File: config.mk
export PLATFORM = sky130hd
export DESIGN_NAME = segment_overlap_checker_top
export DESIGN_NICKNAME = d
export VERILOG_FILES = /design/src/sv/soc_pkg.sv /design/src/sv/soc_cell.sv /design/src/sv/soc_seq.sv /design/src/sv/segment_overlap_checker_top.sv
export SDC_FILE = /design/constraint.sdc
export NUM_CORES = 1
export LEC_CHECK = 0
export BUFFER_PORTS_ARGS = -buffer_cell sky130_fd_sc_hd__buf_2
export CORE_MARGIN = 5
export CORE_UTILIZATION = 62
export CTS_CLUSTER_DIAMETER = 50
export CTS_CLUSTER_SIZE = 20
export DETAILED_ROUTE_END_ITERATION = 10
export PLACE_DENSITY_LB_ADDON = 0.15
export SYNTH_ARGS = -nofsm -noshare
export SYNTH_HDL_FRONTEND = slang
export SYNTH_SLANG_ARGS = --single-unit
File: constraint.sdc
create_clock -name aclk -period 6.5 [get_ports aclk]
set_clock_uncertainty 0.1 [all_clocks]
set_input_delay 0.65 -clock aclk [delete_from_list [all_inputs] [get_ports aclk]]
set_output_delay 0.65 -clock aclk [all_outputs]
set_load 0.03 [all_outputs]
File: src/sv/soc_pkg.sv
// shared types and constants of the segment overlap checker
package soc_pkg;

    localparam int ADDR_W       = 16;
    localparam int TAG_W        = 8;
    localparam int KIND_W       = 3;
    localparam int CNT_W        = 5;
    localparam int MAX_SEGS_DEF = 8;

    localparam int S_DATA_BITS  = 2 * ADDR_W + TAG_W;
    localparam int S_TDATA_W    = ((S_DATA_BITS + 7) / 8) * 8;
    localparam int M_DATA_BITS  = 2 * TAG_W + 5 * ADDR_W + CNT_W;
    localparam int M_TDATA_W    = ((M_DATA_BITS + 7) / 8) * 8;

    typedef struct packed {
        logic [ADDR_W-1:0] start_addr;
        logic [ADDR_W-1:0] end_addr;
        logic [TAG_W-1:0]  tag;
    } seg_t;

    typedef struct packed {
        logic ins;
        logic rot;
        logic clr;
    } cell_ctl_t;

    typedef enum logic [KIND_W-1:0] {
        KIND_WRAP    = 3'd0,
        KIND_OVERLAP = 3'd1,
        KIND_HEADER  = 3'd2,
        KIND_SUGGEST = 3'd3,
        KIND_DONE    = 3'd4
    } kind_t;

    typedef struct packed {
        kind_t             kind;
        logic [TAG_W-1:0]  tag_a;
        logic [TAG_W-1:0]  tag_b;
        logic [ADDR_W-1:0] start_a;
        logic [ADDR_W-1:0] end_a;
        logic [ADDR_W-1:0] start_b;
        logic [ADDR_W-1:0] end_b;
        logic [ADDR_W-1:0] suggested_addr;
        logic [CNT_W-1:0]  issue_count;
        logic              final_res;
    } res_t;

endpackage

File: src/sv/soc_cell.sv
// one cell of the segment ring: sorted insertion and rotation
module soc_cell (
    input  logic                 aclk,
    input  logic                 aresetn,
    input  soc_pkg::cell_ctl_t   ctl,
    input  soc_pkg::seg_t        new_seg,
    input  soc_pkg::seg_t        left_seg,
    input  logic                 left_valid,
    input  logic                 left_gt,
    input  soc_pkg::seg_t        right_seg,
    input  logic                 right_valid,
    output soc_pkg::seg_t        seg,
    output logic                 valid,
    output logic                 gt
);

    soc_pkg::seg_t seg_reg, seg_next;
    logic          valid_reg, valid_next;
    logic          load;

    assign gt   = valid_reg && (seg_reg.start_addr > new_seg.start_addr);
    assign load = ctl.ins && (gt || (!valid_reg && left_valid));

    always_comb begin
        seg_next   = seg_reg;
        valid_next = valid_reg;
        priority if (ctl.clr) begin
            valid_next = 1'b0;
        end else if (ctl.rot) begin
            seg_next   = right_seg;
            valid_next = right_valid;
        end else if (load) begin
            seg_next   = left_gt ? left_seg : new_seg;
            valid_next = 1'b1;
        end
    end

    always_ff @(posedge aclk) begin
        if (!aresetn) begin
            valid_reg <= 1'b0;
        end else begin
            valid_reg <= valid_next;
        end
    end

    always_ff @(posedge aclk) begin
        seg_reg <= seg_next;
    end

    assign seg   = seg_reg;
    assign valid = valid_reg;

endmodule

File: src/sv/soc_seq.sv
// sequencer: walks the rotating ring and drives the result register
module soc_seq #(
    parameter int MAX_SEGS = soc_pkg::MAX_SEGS_DEF
) (
    input  logic                          aclk,
    input  logic                          aresetn,
    input  logic                          in_fire,
    input  logic                          in_last,
    input  logic                          keep,
    input  soc_pkg::seg_t                 head_seg,
    input  logic                          head_valid,
    input  logic                          two_valid,
    output logic                          in_ready,
    output soc_pkg::cell_ctl_t            ctl,
    output logic                          m_valid,
    input  logic                          m_ready,
    output soc_pkg::res_t                 res
);

    localparam int K_W = $clog2(MAX_SEGS + 1);
    localparam int I_W = $clog2(MAX_SEGS);
    localparam int S_W = $clog2(2 * MAX_SEGS);

    typedef enum logic [6:0] {
        ST_LOAD  = 7'b0000001,
        ST_WRAP  = 7'b0000010,
        ST_PIVOT = 7'b0000100,
        ST_SCAN  = 7'b0001000,
        ST_HDR   = 7'b0010000,
        ST_SUG   = 7'b0100000,
        ST_DONE  = 7'b1000000
    } state_t;

    state_t                         state_reg, state_next;
    logic [K_W-1:0]                 k_reg, k_next;
    logic [I_W-1:0]                 i_reg, i_next;
    logic [soc_pkg::CNT_W-1:0]      issues_reg, issues_next;
    logic [soc_pkg::ADDR_W-1:0]     addr_reg, addr_next;
    soc_pkg::seg_t                  piv_reg, piv_next;
    logic                           piv_valid_reg, piv_valid_next;
    logic                           m_valid_reg, m_valid_next;
    soc_pkg::res_t                  res_reg, res_next;
    logic                           step_ok, emit, head_wrap, piv_wrap, in_range;

    assign step_ok   = !m_valid_reg || m_ready;
    assign head_wrap = head_seg.end_addr < head_seg.start_addr;
    assign piv_wrap  = piv_reg.end_addr < piv_reg.start_addr;
    assign in_range  = (S_W'(i_reg) + S_W'(k_reg)) < S_W'(MAX_SEGS);
    assign in_ready  = (state_reg == ST_LOAD);

    always_comb begin
        state_next     = state_reg;
        k_next         = k_reg;
        i_next         = i_reg;
        issues_next    = issues_reg;
        addr_next      = addr_reg;
        piv_next       = piv_reg;
        piv_valid_next = piv_valid_reg;
        res_next       = '0;
        emit           = 1'b0;
        ctl.ins        = in_fire && keep;
        ctl.rot        = 1'b0;
        ctl.clr        = 1'b0;
        unique case (state_reg)
            ST_LOAD: begin
                if (in_fire && in_last) begin
                    state_next  = ST_WRAP;
                    k_next      = '0;
                    issues_next = '0;
                end
            end
            ST_WRAP: begin
                if (k_reg == '0 && !two_valid) begin
                    state_next = ST_DONE;
                end else if (step_ok) begin
                    if (head_valid && head_wrap) begin
                        emit             = 1'b1;
                        res_next.kind    = soc_pkg::KIND_WRAP;
                        res_next.tag_a   = head_seg.tag;
                        res_next.start_a = head_seg.start_addr;
                        res_next.end_a   = head_seg.end_addr;
                        issues_next      = issues_reg + 1'b1;
                    end
                    ctl.rot = 1'b1;
                    k_next  = k_reg + 1'b1;
                    if (k_reg == K_W'(MAX_SEGS - 1)) begin
                        state_next = ST_PIVOT;
                        i_next     = '0;
                    end
                end
            end
            ST_PIVOT: begin
                piv_next       = head_seg;
                piv_valid_next = head_valid;
                ctl.rot        = 1'b1;
                k_next         = K_W'(1);
                state_next     = ST_SCAN;
            end
            ST_SCAN: begin
                if (step_ok) begin
                    if (piv_valid_reg && !piv_wrap && head_valid && !head_wrap && in_range
                        && (head_seg.start_addr < piv_reg.end_addr)) begin
                        emit             = 1'b1;
                        res_next.kind    = soc_pkg::KIND_OVERLAP;
                        res_next.tag_a   = piv_reg.tag;
                        res_next.start_a = piv_reg.start_addr;
                        res_next.end_a   = piv_reg.end_addr;
                        res_next.tag_b   = head_seg.tag;
                        res_next.start_b = head_seg.start_addr;
                        res_next.end_b   = head_seg.end_addr;
                        issues_next      = issues_reg + 1'b1;
                    end
                    ctl.rot = 1'b1;
                    if (k_reg == K_W'(MAX_SEGS)) begin
                        if (i_reg == I_W'(MAX_SEGS - 1)) begin
                            state_next = (issues_reg != '0) ? ST_HDR : ST_DONE;
                        end else begin
                            i_next     = i_reg + 1'b1;
                            state_next = ST_PIVOT;
                        end
                    end else begin
                        k_next = k_reg + 1'b1;
                    end
                end
            end
            ST_HDR: begin
                if (step_ok) begin
                    emit          = 1'b1;
                    res_next.kind = soc_pkg::KIND_HEADER;
                    addr_next     = head_seg.start_addr;
                    k_next        = '0;
                    state_next    = ST_SUG;
                end
            end
            ST_SUG: begin
                if (step_ok) begin
                    if (head_valid && !head_wrap) begin
                        emit                    = 1'b1;
                        res_next.kind           = soc_pkg::KIND_SUGGEST;
                        res_next.tag_a          = head_seg.tag;
                        res_next.start_a        = head_seg.start_addr;
                        res_next.end_a          = head_seg.end_addr;
                        res_next.suggested_addr = addr_reg;
                        addr_next = addr_reg + (head_seg.end_addr - head_seg.start_addr);
                    end
                    ctl.rot = 1'b1;
                    k_next  = k_reg + 1'b1;
                    if (k_reg == K_W'(MAX_SEGS - 1)) begin
                        state_next = ST_DONE;
                    end
                end
            end
            ST_DONE: begin
                if (step_ok) begin
                    emit                 = 1'b1;
                    res_next.kind        = soc_pkg::KIND_DONE;
                    res_next.issue_count = issues_reg;
                    res_next.final_res   = 1'b1;
                    ctl.clr              = 1'b1;
                    state_next           = ST_LOAD;
                end
            end
            default: begin
                state_next = ST_LOAD;
            end
        endcase
        m_valid_next = emit ? 1'b1 : (m_ready ? 1'b0 : m_valid_reg);
    end

    always_ff @(posedge aclk) begin
        if (!aresetn) begin
            state_reg   <= ST_LOAD;
            m_valid_reg <= 1'b0;
        end else begin
            state_reg   <= state_next;
            m_valid_reg <= m_valid_next;
        end
    end

    always_ff @(posedge aclk) begin
        k_reg         <= k_next;
        i_reg         <= i_next;
        issues_reg    <= issues_next;
        addr_reg      <= addr_next;
        piv_reg       <= piv_next;
        piv_valid_reg <= piv_valid_next;
        if (emit) begin
            res_reg <= res_next;
        end
    end

    assign m_valid = m_valid_reg;
    assign res     = res_reg;

endmodule

File: src/sv/segment_overlap_checker_top.sv
// top level of the segment overlap checker: ring of cells and sequencer
// Segments stream in one per cycle and are placed in start order by a ring of
// MAX_SEGS cells, each comparing its own start against the incoming one. On
// the transaction marked tlast the ring rotates through the cells to find
// wraps, overlapping pairs and, when issues exist, one header plus
// suggestions, then one done result; a stalled result output holds the walk.
// With fewer than two kept segments the batch ends with the done result right
// away. Input is not taken during the walk.
module segment_overlap_checker_top #(
    parameter int MAX_SEGS = soc_pkg::MAX_SEGS_DEF
) (
    input  logic                            aclk,
    input  logic                            aresetn,
    input  logic                            s_tvalid,
    output logic                            s_tready,
    // start_addr, end_addr, segment_tag
    input  logic [soc_pkg::S_TDATA_W-1:0]   s_tdata,
    // skip
    input  logic [0:0]                      s_tuser,
    input  logic                            s_tlast,
    output logic                            m_tvalid,
    input  logic                            m_tready,
    // tag_a, tag_b, start_a, end_a, start_b, end_b, suggested_addr, issue_count
    output logic [soc_pkg::M_TDATA_W-1:0]   m_tdata,
    // kind
    output logic [soc_pkg::KIND_W-1:0]      m_tuser,
    output logic                            m_tlast
);

    soc_pkg::seg_t      new_seg;
    soc_pkg::seg_t      seg_w   [MAX_SEGS];
    logic [MAX_SEGS-1:0] valid_w;
    logic [MAX_SEGS-1:0] gt_w;
    soc_pkg::cell_ctl_t ctl;
    soc_pkg::res_t      res;
    logic               in_fire, keep;

    assign new_seg.start_addr = s_tdata[soc_pkg::ADDR_W-1:0];
    assign new_seg.end_addr   = s_tdata[2*soc_pkg::ADDR_W-1:soc_pkg::ADDR_W];
    assign new_seg.tag        = s_tdata[soc_pkg::S_DATA_BITS-1:2*soc_pkg::ADDR_W];

    assign in_fire = s_tvalid && s_tready;
    assign keep    = !s_tuser[0] && (new_seg.start_addr != new_seg.end_addr)
                     && !valid_w[MAX_SEGS-1];

    for (genvar g = 0; g < MAX_SEGS; g++) begin : g_cell
        if (g == 0) begin : g_first
            soc_cell u_cell (
                .aclk        (aclk),
                .aresetn     (aresetn),
                .ctl         (ctl),
                .new_seg     (new_seg),
                .left_seg    (new_seg),
                .left_valid  (1'b1),
                .left_gt     (1'b0),
                .right_seg   (seg_w[1]),
                .right_valid (valid_w[1]),
                .seg         (seg_w[0]),
                .valid       (valid_w[0]),
                .gt          (gt_w[0])
            );
        end else begin : g_rest
            soc_cell u_cell (
                .aclk        (aclk),
                .aresetn     (aresetn),
                .ctl         (ctl),
                .new_seg     (new_seg),
                .left_seg    (seg_w[g-1]),
                .left_valid  (valid_w[g-1]),
                .left_gt     (gt_w[g-1]),
                .right_seg   (seg_w[(g+1) % MAX_SEGS]),
                .right_valid (valid_w[(g+1) % MAX_SEGS]),
                .seg         (seg_w[g]),
                .valid       (valid_w[g]),
                .gt          (gt_w[g])
            );
        end
    end

    soc_seq #(
        .MAX_SEGS (MAX_SEGS)
    ) u_seq (
        .aclk       (aclk),
        .aresetn    (aresetn),
        .in_fire    (in_fire),
        .in_last    (s_tlast),
        .keep       (keep),
        .head_seg   (seg_w[0]),
        .head_valid (valid_w[0]),
        .two_valid  (valid_w[1]),
        .in_ready   (s_tready),
        .ctl        (ctl),
        .m_valid    (m_tvalid),
        .m_ready    (m_tready),
        .res        (res)
    );

    assign m_tdata = {{(soc_pkg::M_TDATA_W - soc_pkg::M_DATA_BITS){1'b0}},
                      res.issue_count, res.suggested_addr, res.end_b, res.start_b,
                      res.end_a, res.start_a, res.tag_b, res.tag_a};
    assign m_tuser = res.kind;
    assign m_tlast = res.final_res;

endmodule
### After elaboration in Yosys (flattened, before gate mapping)

Index checks and enable logic that the tools add are counted.

* input port bits: 46
* word-level logic and storage cells: 300
* bits in registers: 510

* magnitude comparators: 12
* add/sub/neg operators: 6
* mux-type cells: 109
* bitwise operators: 2
* reductions and logical operators: 91
* equality and inequality tests: 28

Operator list (count)
* two-way mux 40 bit: 23
* two-way mux 32 bit: 5
* > comparator 16 bit: 8
* case mux 32 bit (3 select lines): 1
* two-way mux 7 bit: 12
* two-way mux 83 bit: 1
* two-way mux 81 bit: 1
* case mux 7 bit (7 select lines): 1
* < comparator 16 bit: 3
* two-way mux 16 bit: 3
* logical AND 1 bit: 36
* two-way mux 11 bit: 3
* case mux 16 bit (2 select lines): 1
* two-way mux 5 bit: 6
* two-way mux 1 bit: 29
* two-way mux 4 bit: 6
* != test 2 x 1 -> 1 bit, second input constant: 12
* case mux 4 bit (6 select lines): 1
* case mux 8 bit (3 select lines): 1
* nonzero test 2 bit: 11
* two-way mux 3 bit: 7
* AND reduction 2 bit: 9
* adder 16 bit: 1
* != test 16 bit: 1
* other kinds (39): 66

### Logic depth before layout (Yosys ltp)

Gate-level depths: netlist of run 1.

* depth after elaboration: 11
* gate-level depth with buffers: 13
* gate-level depth less buffers: 13

### Modules after synthesis

From an unflattened synthesis of run 1, not the netlist that was laid out.

* cells, all modules: 2713
* area total of the unflattened synthesis: 29575.9 sq um

Modules (own cells, without submodules)
* soc_cell: instances 8, cells each 240, area an instance 2489.9 sq um, seq. area each 1221.2 sq um
* soc_seq: instances 1, cells each 765, area an instance 9444.1 sq um, seq. area each 5385.2 sq um
* segment_overlap_checker_top: instances 1, cells each 28, area an instance 212.7 sq um, seq. area each 0.0 sq um

### Worst setup path before layout of run 1

No wires, ideal clock.

* kind: reg2reg
* start point: register g_cell[0].g_first.u_cell.seg_reg, in the netlist g_cell[0].g_first.u_cell.seg[29]
* end point: register u_seq.res_reg, in the netlist u_seq.res[0] (enable)
* setup time: 1.225 ns
* clock period less this slack: 5.710 ns
* slack: 0.790 ns
* path buffers: 0
* stages on the path, launching flop included: 10
* required time: 5.175 ns
* data arrival time: 4.385 ns
* cell sequence: edfxtp_1 inv_1 ha_1 a2111oi_0 nand2_1 a21oi_1 o211ai_1 a21boi_0 a311oi_1 nand3_1

* cells in the longest elaborated chain, start to end: 8

RTL lines
* start, declared: RTL line soc_cell.sv:17 `soc_pkg::seg_t seg_reg, seg_next;`
* start signal, assigned: RTL line soc_cell.sv:47 `seg_reg <= seg_next;`
* < comparator 16 bit: RTL line soc_seq.sv:46 `assign head_wrap = head_seg.end_addr < head_seg.start_addr;`
* zero test 1 bit: RTL line soc_seq.sv:101, soc_seq.sv:137
* logical AND 1 bit (2 in series): RTL line soc_seq.sv:101 `if (piv_valid_reg && !piv_wrap && head_valid && !head_wrap && in_range`
* logical AND 1 bit: RTL line soc_seq.sv:102 `&& (head_seg.start_addr < piv_reg.end_addr)) begin`
* two-way mux 1 bit: RTL line soc_seq.sv:101
* two-way mux 1 bit: RTL line soc_seq.sv:100 `if (step_ok) begin`
* case mux 1 bit (4 select lines) (*): RTL line soc_seq.sv:64 `unique case (state_reg)`
* via u_seq.emit: RTL line soc_seq.sv:43 `logic step_ok, emit, head_wrap, piv_wrap, in_range;`
* end signal, assigned: RTL line soc_seq.sv:188 `res_reg <= res_next;`
* end, declared: RTL line soc_seq.sv:42 `soc_pkg::res_t res_reg, res_next;`

The timed path passes the listed nets; every way through them passes the cells marked *.
A chain may end at the register's enable or synchronous reset.

### Final worst setup path of run 1

* start point: register u_seq.state_reg[4]
* end point: register g_cell[5].g_rest.u_cell.seg_reg, in the netlist g_cell[5].g_rest.u_cell.seg[3] (data pin)

* cells in the longest elaborated chain, start to end: 4

RTL lines
* start, declared: RTL line soc_seq.sv:34 `state_t state_reg, state_next;`
* start signal, assigned: RTL line soc_seq.sv:175 `state_reg <= state_next;`
* == test 7 x 4 -> 1 bit / == test 7 x 6 -> 1 bit (equally long branches): RTL line soc_seq.sv:64
* OR reduction 2 bit (no source line)
* case mux 1 bit (3 select lines) (*): RTL line soc_seq.sv:64
* two-way mux 40 bit (*): RTL line soc_cell.sv:29 `end else if (ctl.rot) begin`
* end signal, assigned: RTL line soc_cell.sv:47
* end, declared: RTL line soc_cell.sv:17

Every way passes the cells marked *; elsewhere a longest branch is shown, timed or not.

==> results of run 1 <==
-- worst paths after layout --
check	start	end	slack, ns	cells past startpoint
max	u_seq.state_reg[4]$_SDFFE_PN0P_	g_cell[5].g_rest.u_cell.seg[3]$_DFFE_PP_	2.18	7
min	aresetn	u_seq.state_reg[0]$_SDFFE_PN1P_	0.27	2
max reg2reg	u_seq.state_reg[4]$_SDFFE_PN0P_	g_cell[5].g_rest.u_cell.seg[3]$_DFFE_PP_	2.18	7
min reg2reg	g_cell[7].g_rest.u_cell.seg[38]$_DFFE_PP_	g_cell[6].g_rest.u_cell.seg[38]$_DFFE_PP_	0.43	2
-- metrics by stage --
step | power, uW | instance area [sq um] | std cells | worst slack, ns | hold WS [ns]
CTS | 10500 | 30900 | 3262 | 2.25 | 0.244
floorplan | 6580 | 28200 | 2554 | 0.790 | 0.306
global route | 11000 | 31000 | 3265 | 1.93 | 0.274
finish | 10500 | 31000 | 3268 | 2.18 | 0.268
global placement | 7440 | 29300 | 3176 | 2.11 | 0.413
detailed placement | 7560 | 29300 | 3176 | 2.15 | 0.419
-- cells by family after synthesis --
kind of cell | after synthesis | share of synthesized area
adder cells (fa/ha/maj) | 196 | 0.0910
AND/OR/NAND/NOR | 772 | 0.124
multiplexers | 178 | 0.0632
other | 1 | 0.000133
XOR/XNOR | 38 | 0.0118
flip-flops | 510 | 0.538
buffers and inverters | 285 | 0.0439
AO/OA/AOI/OAI | 572 | 0.128
-- power by group through the flow --
| stage | sequential, uW | combinational [uW] | clock [uW] |
|---|---|---|---|
| finish | 4790 | 2780 | 2970 |
| global route | 4820 | 3020 | 3150 |
| CTS | 4770 | 2740 | 3000 |
| detailed placement | 4840 | 2730 | 0 |
| global placement | 4820 | 2620 | 0 |
| floorplan | 4760 | 1830 | 0 |
-- cells in the final DEF (no fill, tap or decap), types with 13 or more instances in the layout --
cell type / synthesis / layout
inv_1: 125 / 125
o211ai_1: 83 / 83
nand3_1: 125 / 124
nor3_1: 13 / 13
a21o_1: 20 / 14
edfxtp_1: 494 / 494
o221ai_1: 29 / 29
and2_1: 52 / 52
nand2_1: 402 / 399
buf_4: 6 / 27
fa_1: 15 / 15
nor2b_1: 13 / 13
o21ai_0: 152 / 152
clkbuf_16: 0 / 49
buf_2: 79 / 152
a22o_1: 41 / 41
mux2i_1: 178 / 178
xor2_1: 28 / 28
a21oi_1: 101 / 101
nand4_1: 28 / 28
o21ai_1: 86 / 83
ha_1: 181 / 181
nor2_1: 83 / 82
dfxtp_1: 16 / 16
-- critical path: cells and delay by family (launching register included) --
kind / cells / cell delay, ns
buf+inv: 3 / 1.71
flops: 1 / 0.38
compound gates: 2 / 0.89
simple gates: 2 / 0.87
-- metal layers --
layer	up-vias	GRT usage	share of wire	routed length (microns)
li1	9578	-	-	-
met1	10159	0.436	0.39	31000
met2	1278	0.480	0.45	35900
met3	201	0.0567	0.11	8920
met4	0	0.119	0.044	3500
met5	-	0	0	0
-- cell type report --
class / count / share of cell area
Antenna cell: 6 / 0.000485
Clock buffer: 52 / 0.0400
Clock inverter: 34 / 0.0135
Inverter: 125 / 0.0152
Multi-Input combinational cell: 1759 / 0.384
Sequential cell: 510 / 0.489
Tap cell: 600 / 0.0242
Timing Repair Buffer: 182 / 0.0331
==> summary.md, run 1 <==
| Metric | Value |
|---|---|
| Detailed Place HPWL | 53700 microns |
| Inserted Clock Buffers | 47 |
| Via-per-instance ratio | 6.49 |
| Static Leak | 0.0122 uW |
| Global-route wire length before repair | 119000 microns |
| Number of synthesized register bits | 510 |
| Switching Share | 0.349 |
| Area grow syn2layout | 9.81% |
| Core Area | 45200 sq um |
| Max cap viols | 0 |
| Top FF cell, synth | edfxtp_1 |
| # rows | 78 |
| Synth cell types | 70 |
| Synthesized area | 28200 sq um |
| Slew Limit Fails | 0 |
| Die Width | 223 microns |
| CP Max Fanout | 87 |
| Area of the multi-input gates | 11900 sq um |
| Clock transition at path regs | 0.07 ns |
| Psw | 3680 uW |
| Number of synthesized flops with an enable pin | 494 |
| CTS tree | built |
| CP most frequent cell | buf_4 |
| Synth cell count leaders | 494 x edfxtp_1, 402 x nand2_1, 181 x ha_1, 178 x mux2i_1, 152 x o21ai_0 |
| Layout Nets | 2867 |
| Worst rel slew slack | 0.280 |
| Starting Density | 0.624 |
| Largest area contributor in the netlist | edfxtp_1 |
| Avg WL per Cell | 24.3 microns |
| Routed Antenna Nets | 0 |
| Yosys Warn Count | 0 |
| Crit path required time | 6.70 ns |
| Grt ovf | 0 |
| Pint | 6860 uW |
| Clk buf depth | 3 |
| Pwr dens | 340 nW/um^2 |
| Flip-flop count of the largest register after layout | 280 |
| Cells along the critical path | nor4_1 > and4bb_2 > buf_4 > a21o_4 > buf_4 > buf_4 > o21ai_0 |
| Vias in the first global route | 20204 |
| Worst path slowest cell | buf_4 |
| Period utilization | 0.665 |
| Layout cells sized above 1 | 0.109 |
| Iter 0 DRT Violations | 2603 |
| Clock Sinks | 510 |
| Residual DRC | 0 |
| Peak Freq | 231 MHz |
| Syn avg cell area | 11.0 sq um |
| Layout Utilization | 0.685 |
| Yosys top cell area share | 0.526 |
| Synth area leaders | edfxtp_1 53%, ha_1 8.0%, mux2i_1 6.3% |
| Minimum clock period | 4.32 ns |
| Asr flop ratio synth | 0 |
| Layout fillers | 3331 |
| Most common cell in the synthesized netlist | edfxtp_1 |
| Final setup fails | 0 |
| Htree depth | 2 |
| Min-delay worst type | input port to register |
| Via count | 21216 |
| Drt pass-1 iters | 8 |
| Final GP Congestion | 0.972 |
| Hold Fails Final Rpt | 0 |
| Worst path max stage delay | 0.70 ns |
| Wirelength, routed | 79300 microns |
| Post-CTS Repair Setup Buffers | 0 |
| Clk pwr share | 0.282 |
| Initial antenna violation count | 6 |
| Cts repair resizes | 0 |
| Worst Path Arrival | 4.52 ns |
| Worst setup path category | register to register |
| FF/Latch Area | 15200 sq um |
| Largest net degree at the start of global routing | 176 |
| Crit end category | register |
| Setup TNS | 0 ns |
| Die Span Y | 223 microns |
| Port-buffer cells | 152 |
| GRT Total Usage | 0.309 |
| Slew @ Worst Pin | 1.08 ns |
| RSZ-0062 raised after global routing | false |
| Status | finished, final reports clean |
| Die area | 49800 sq um |
| Clk_lat worst skew | 0.60 ns |
| Sequential share of the synthesized area | 0.538 |
| Seq pwr share | 0.454 |
| CTS Root Cell | clkbuf_16 |
| Post-Syn Instances | 2552 |
| # IOs | 156 |
| Cts-stage hold buffer count | 0 |
| Comb pwr share | 0.264 |
| CP Launch Type | register |
| VDD IR max | 0.000229 V |
Note: power is estimated with default switching activity, not from simulation.
==> run 2: changes to the inputs <==
clock period = 4.2 ns   (was 6.5 ns; I/O delays follow)
==> run 2 against run 1 <==
Compared with the run above:
- first-iteration DRC count shrank 6.2%
- flip-flop and latch count is the same
- routed wire length grew 2.6%
- clock power grew 46%
- count of clock-buffer cells in the layout grew 1
==> summary.md, run 2 (synthesis results as in run 1) <==
| Metric | Value |
|---|---|
| Htree depth | 2 (unchanged) |
| Hold Path Stages | 4 (was 2) |
| Die Span Y | 223 microns (unchanged) |
| Global-route wire length before repair | 123000 microns (was 119000 microns) |
| CTS tree | built (unchanged) |
| RSZ-0062 raised after global routing | false (unchanged) |
| Setup TNS | 0 ns (unchanged) |
| Hold Fails Final Rpt | 0 (unchanged) |
| Setup slack at placement | 0.385 ns (was 2.15 ns) |
| Worst path max stage delay | 0.62 ns (was 0.70 ns) |
| R2R cell count | 10 (was 7) |
| Avg WL per Cell | 24.6 microns (was 24.3 microns) |
| Initial antenna violation count | 5 (was 6) |
| R2R Setup Slk | 0.47 ns (was 2.18 ns) |
| Final GP Congestion | 0.942 (was 0.972) |
| Area grow syn2layout | 11.5% (was 9.81%) |
| Static Leak | 0.0125 uW (was 0.0122 uW) |
| VDD IR max | 0.000362 V (was 0.000229 V) |
| Layout cells sized above 1 | 0.126 (was 0.109) |
| Most common cell after layout, fill and taps aside | edfxtp_1 (unchanged) |
| Routed Antenna Nets | 0 (unchanged) |
| Crit end category | register (unchanged) |
| Inserted Clock Buffers | 45 (was 47) |
| Status | finished, final reports clean (unchanged) |
| CP Launch Type | register (unchanged) |
| Max cap viols | 0 (unchanged) |
| Min-delay worst type | input port to register (unchanged) |
| Minimum clock period | 3.73 ns (was 4.32 ns) |
| Vias in the first global route | 20077 (was 20204) |
| Clk buf depth | 3 (unchanged) |
| Core Area | 45200 sq um (unchanged) |
| Clk_lat worst skew | 0.60 ns (about the same) |
| Slew @ Worst Pin | 0.757 ns (was 1.08 ns) |
| Layout fillers | 3299 (was 3331) |
| Peak Freq | 268 MHz (was 231 MHz) |
| Die area | 49800 sq um (unchanged) |
| Grt ovf | 0 (unchanged) |
| Crit path from | g_cell[0].g_first.u_cell.seg[31]$_DFFE_PP_ (was u_seq.state_reg[4]$_SDFFE_PN0P_) |
| Layout Nets | 2918 (was 2867) |
| RR Startpoint | g_cell[0].g_first.u_cell.seg[31]$_DFFE_PP_ (was u_seq.state_reg[4]$_SDFFE_PN0P_) |
| Reg2reg end | u_seq.res[22]$_SDFFCE_PN0P_ (was g_cell[5].g_rest.u_cell.seg[3]$_DFFE_PP_) |
| CP Max Fanout | 34 (was 87) |
| Hold Startpoint | s_tlast (was aresetn) |
| Wirelength, routed | 81300 microns (was 79300 microns) |
| Worst path slowest cell | edfxtp_1 (was buf_4) |
| Port-buffer cells | 152 (unchanged) |
| Worst Hold Endpoint | u_seq.state_reg[0]$_SDFFE_PN1P_ (unchanged) |
| Slew Limit Fails | 0 (unchanged) |
| Residual DRC | 0 (unchanged) |
| Clock Sinks | 510 (unchanged) |
| Via count | 21270 (was 21216) |
| Clock transition at path regs | 0.08 ns (was 0.07 ns) |
| Most frequent cells in the layout | 494 x edfxtp_1, 399 x nand2_1, 181 x ha_1, 178 x mux2i_1 (unchanged) |
| Final setup fails | 0 (unchanged) |
| Flip-flop count of the largest register after layout | 280 (unchanged) |
| Starting Density | 0.624 (unchanged) |
| GRT Total Usage | 0.319 (was 0.309) |
| Pwr dens | 516 nW/um^2 (was 340 nW/um^2) |
| # IOs | 156 (unchanged) |
| Detailed Place HPWL | 57400 microns (was 53700 microns) |
| # rows | 78 (unchanged) |
| Worst setup path category | register to register (unchanged) |
| Drt pass-1 iters | 5 (was 8) |
| CTS Root Cell | clkbuf_16 (unchanged) |
| Die Width | 223 microns (unchanged) |
| Worst Path Arrival | 3.93 ns (was 4.52 ns) |
| Post-CTS Repair Setup Buffers | 0 (unchanged) |
| Largest net degree at the start of global routing | 134 (was 176) |
| Period utilization | 0.888 (was 0.665) |
| Cells along the critical path | inv_1 > ha_1 > a2111oi_0 > nand2_1 > a21oi_1 > o211ai_1 > nor4_1 > a311oi_2 > nand3_4 > buf_12 (was nor4_1 > and4bb_2 > buf_4 > a21o_4 > buf_4 > buf_4 > o21ai_0) |
| Iter 0 DRT Violations | 2441 (was 2603) |
| Via-per-instance ratio | 6.42 (was 6.49) |
| Worst rel slew slack | 0.491 (was 0.280) |
| Final worst setup slack | 0.472 ns (was 2.18 ns) |
| Crit path required time | 4.40 ns (was 6.70 ns) |
-- run 2: changes by cell type in the layout (fill, tap and decap cells not counted), sizes merged --
cell         delta
diode           -5
dlygate4sd3     +1
bufinv          -3
clkinv          -6
nand3           +1
buf            +51
inv             +1
clkbuf          +1
clkinvlp        +3
-- run 2: worst max path at each step --
stage               cells past startpoint  slack (ns)                                  endpoint
floorplan                              11        0.42  g_cell[1].g_rest.u_cell.seg[0]$_DFFE_PP_
global placement                       10        0.46               u_seq.res[29]$_SDFFCE_PN0P_
detailed placement                     10        0.38               u_seq.res[25]$_SDFFCE_PN0P_
CTS                                    10        0.35               u_seq.res[25]$_SDFFCE_PN0P_
global route                           10        0.16               u_seq.res[22]$_SDFFCE_PN0P_
finish                                 10        0.47               u_seq.res[22]$_SDFFCE_PN0P_
-- run 2: metrics by stage --
step	instances	power, uW	util	hold slack (ns)	instance area (sq um)
after floorplan	2554	10200	-	0.306	28200
after global placement	3227	11800	0.661	0.407	29900
after detailed placement	3227	11900	0.661	0.420	29900
after CTS	3310	16200	0.695	0.0727	31400
after global routing	3311	16900	0.695	0.105	31400
final	3312	16200	0.695	0.103	31400
-- run 2: timing repair --
action / CTS / global route
hold buffers: 1 / 0
hold endpoints to repair: 1 / 0
resized for setup: 0 / 1
setup endpoints to repair: 0 / 86
-- run 2: power by group --
group	leakage, uW	switching [uW]	total, uW	internal (uW)
Sequential	0.00458	633	7260	6630
Clock	0.000732	2030	4330	2290
Combinational	0.00715	3010	4620	1600
Total	0.0125	5680	16200	10500
-- run 2: critical path, delay by kind of cell (launching register included) --
kind            cells  cell delay, ns
simple gates        3            0.93
flops               1            0.62
buf+inv             2            0.45
fa+ha+maj           1            0.27
compound gates      4            1.02
-- run 2: area by class of cell --
| cell class | count | area (sq um) | share of cell area |
|---|---|---|---|
| Sequential cell | 510 | 15200 | 0.482 |
| Multi-Input combinational cell | 1760 | 11900 | 0.379 |
| Timing Repair Buffer | 234 | 1620 | 0.0514 |
| Clock buffer | 53 | 1230 | 0.0391 |
| Tap cell | 600 | 751 | 0.0239 |
| Inverter | 125 | 469 | 0.0149 |
| Clock inverter | 29 | 295 | 0.00940 |
| Antenna cell | 1 | 2.50 | 0.0000796 |
-- run 2: routing by layer --
layer | vias up | share of wire | track usage
met3 | 169 | 0.097 | 0.0586
met5 | - | 0 | 0
met4 | 0 | 0.035 | 0.0986
li1 | 9699 | - | -
met1 | 10281 | 0.40 | 0.443
met2 | 1121 | 0.47 | 0.519
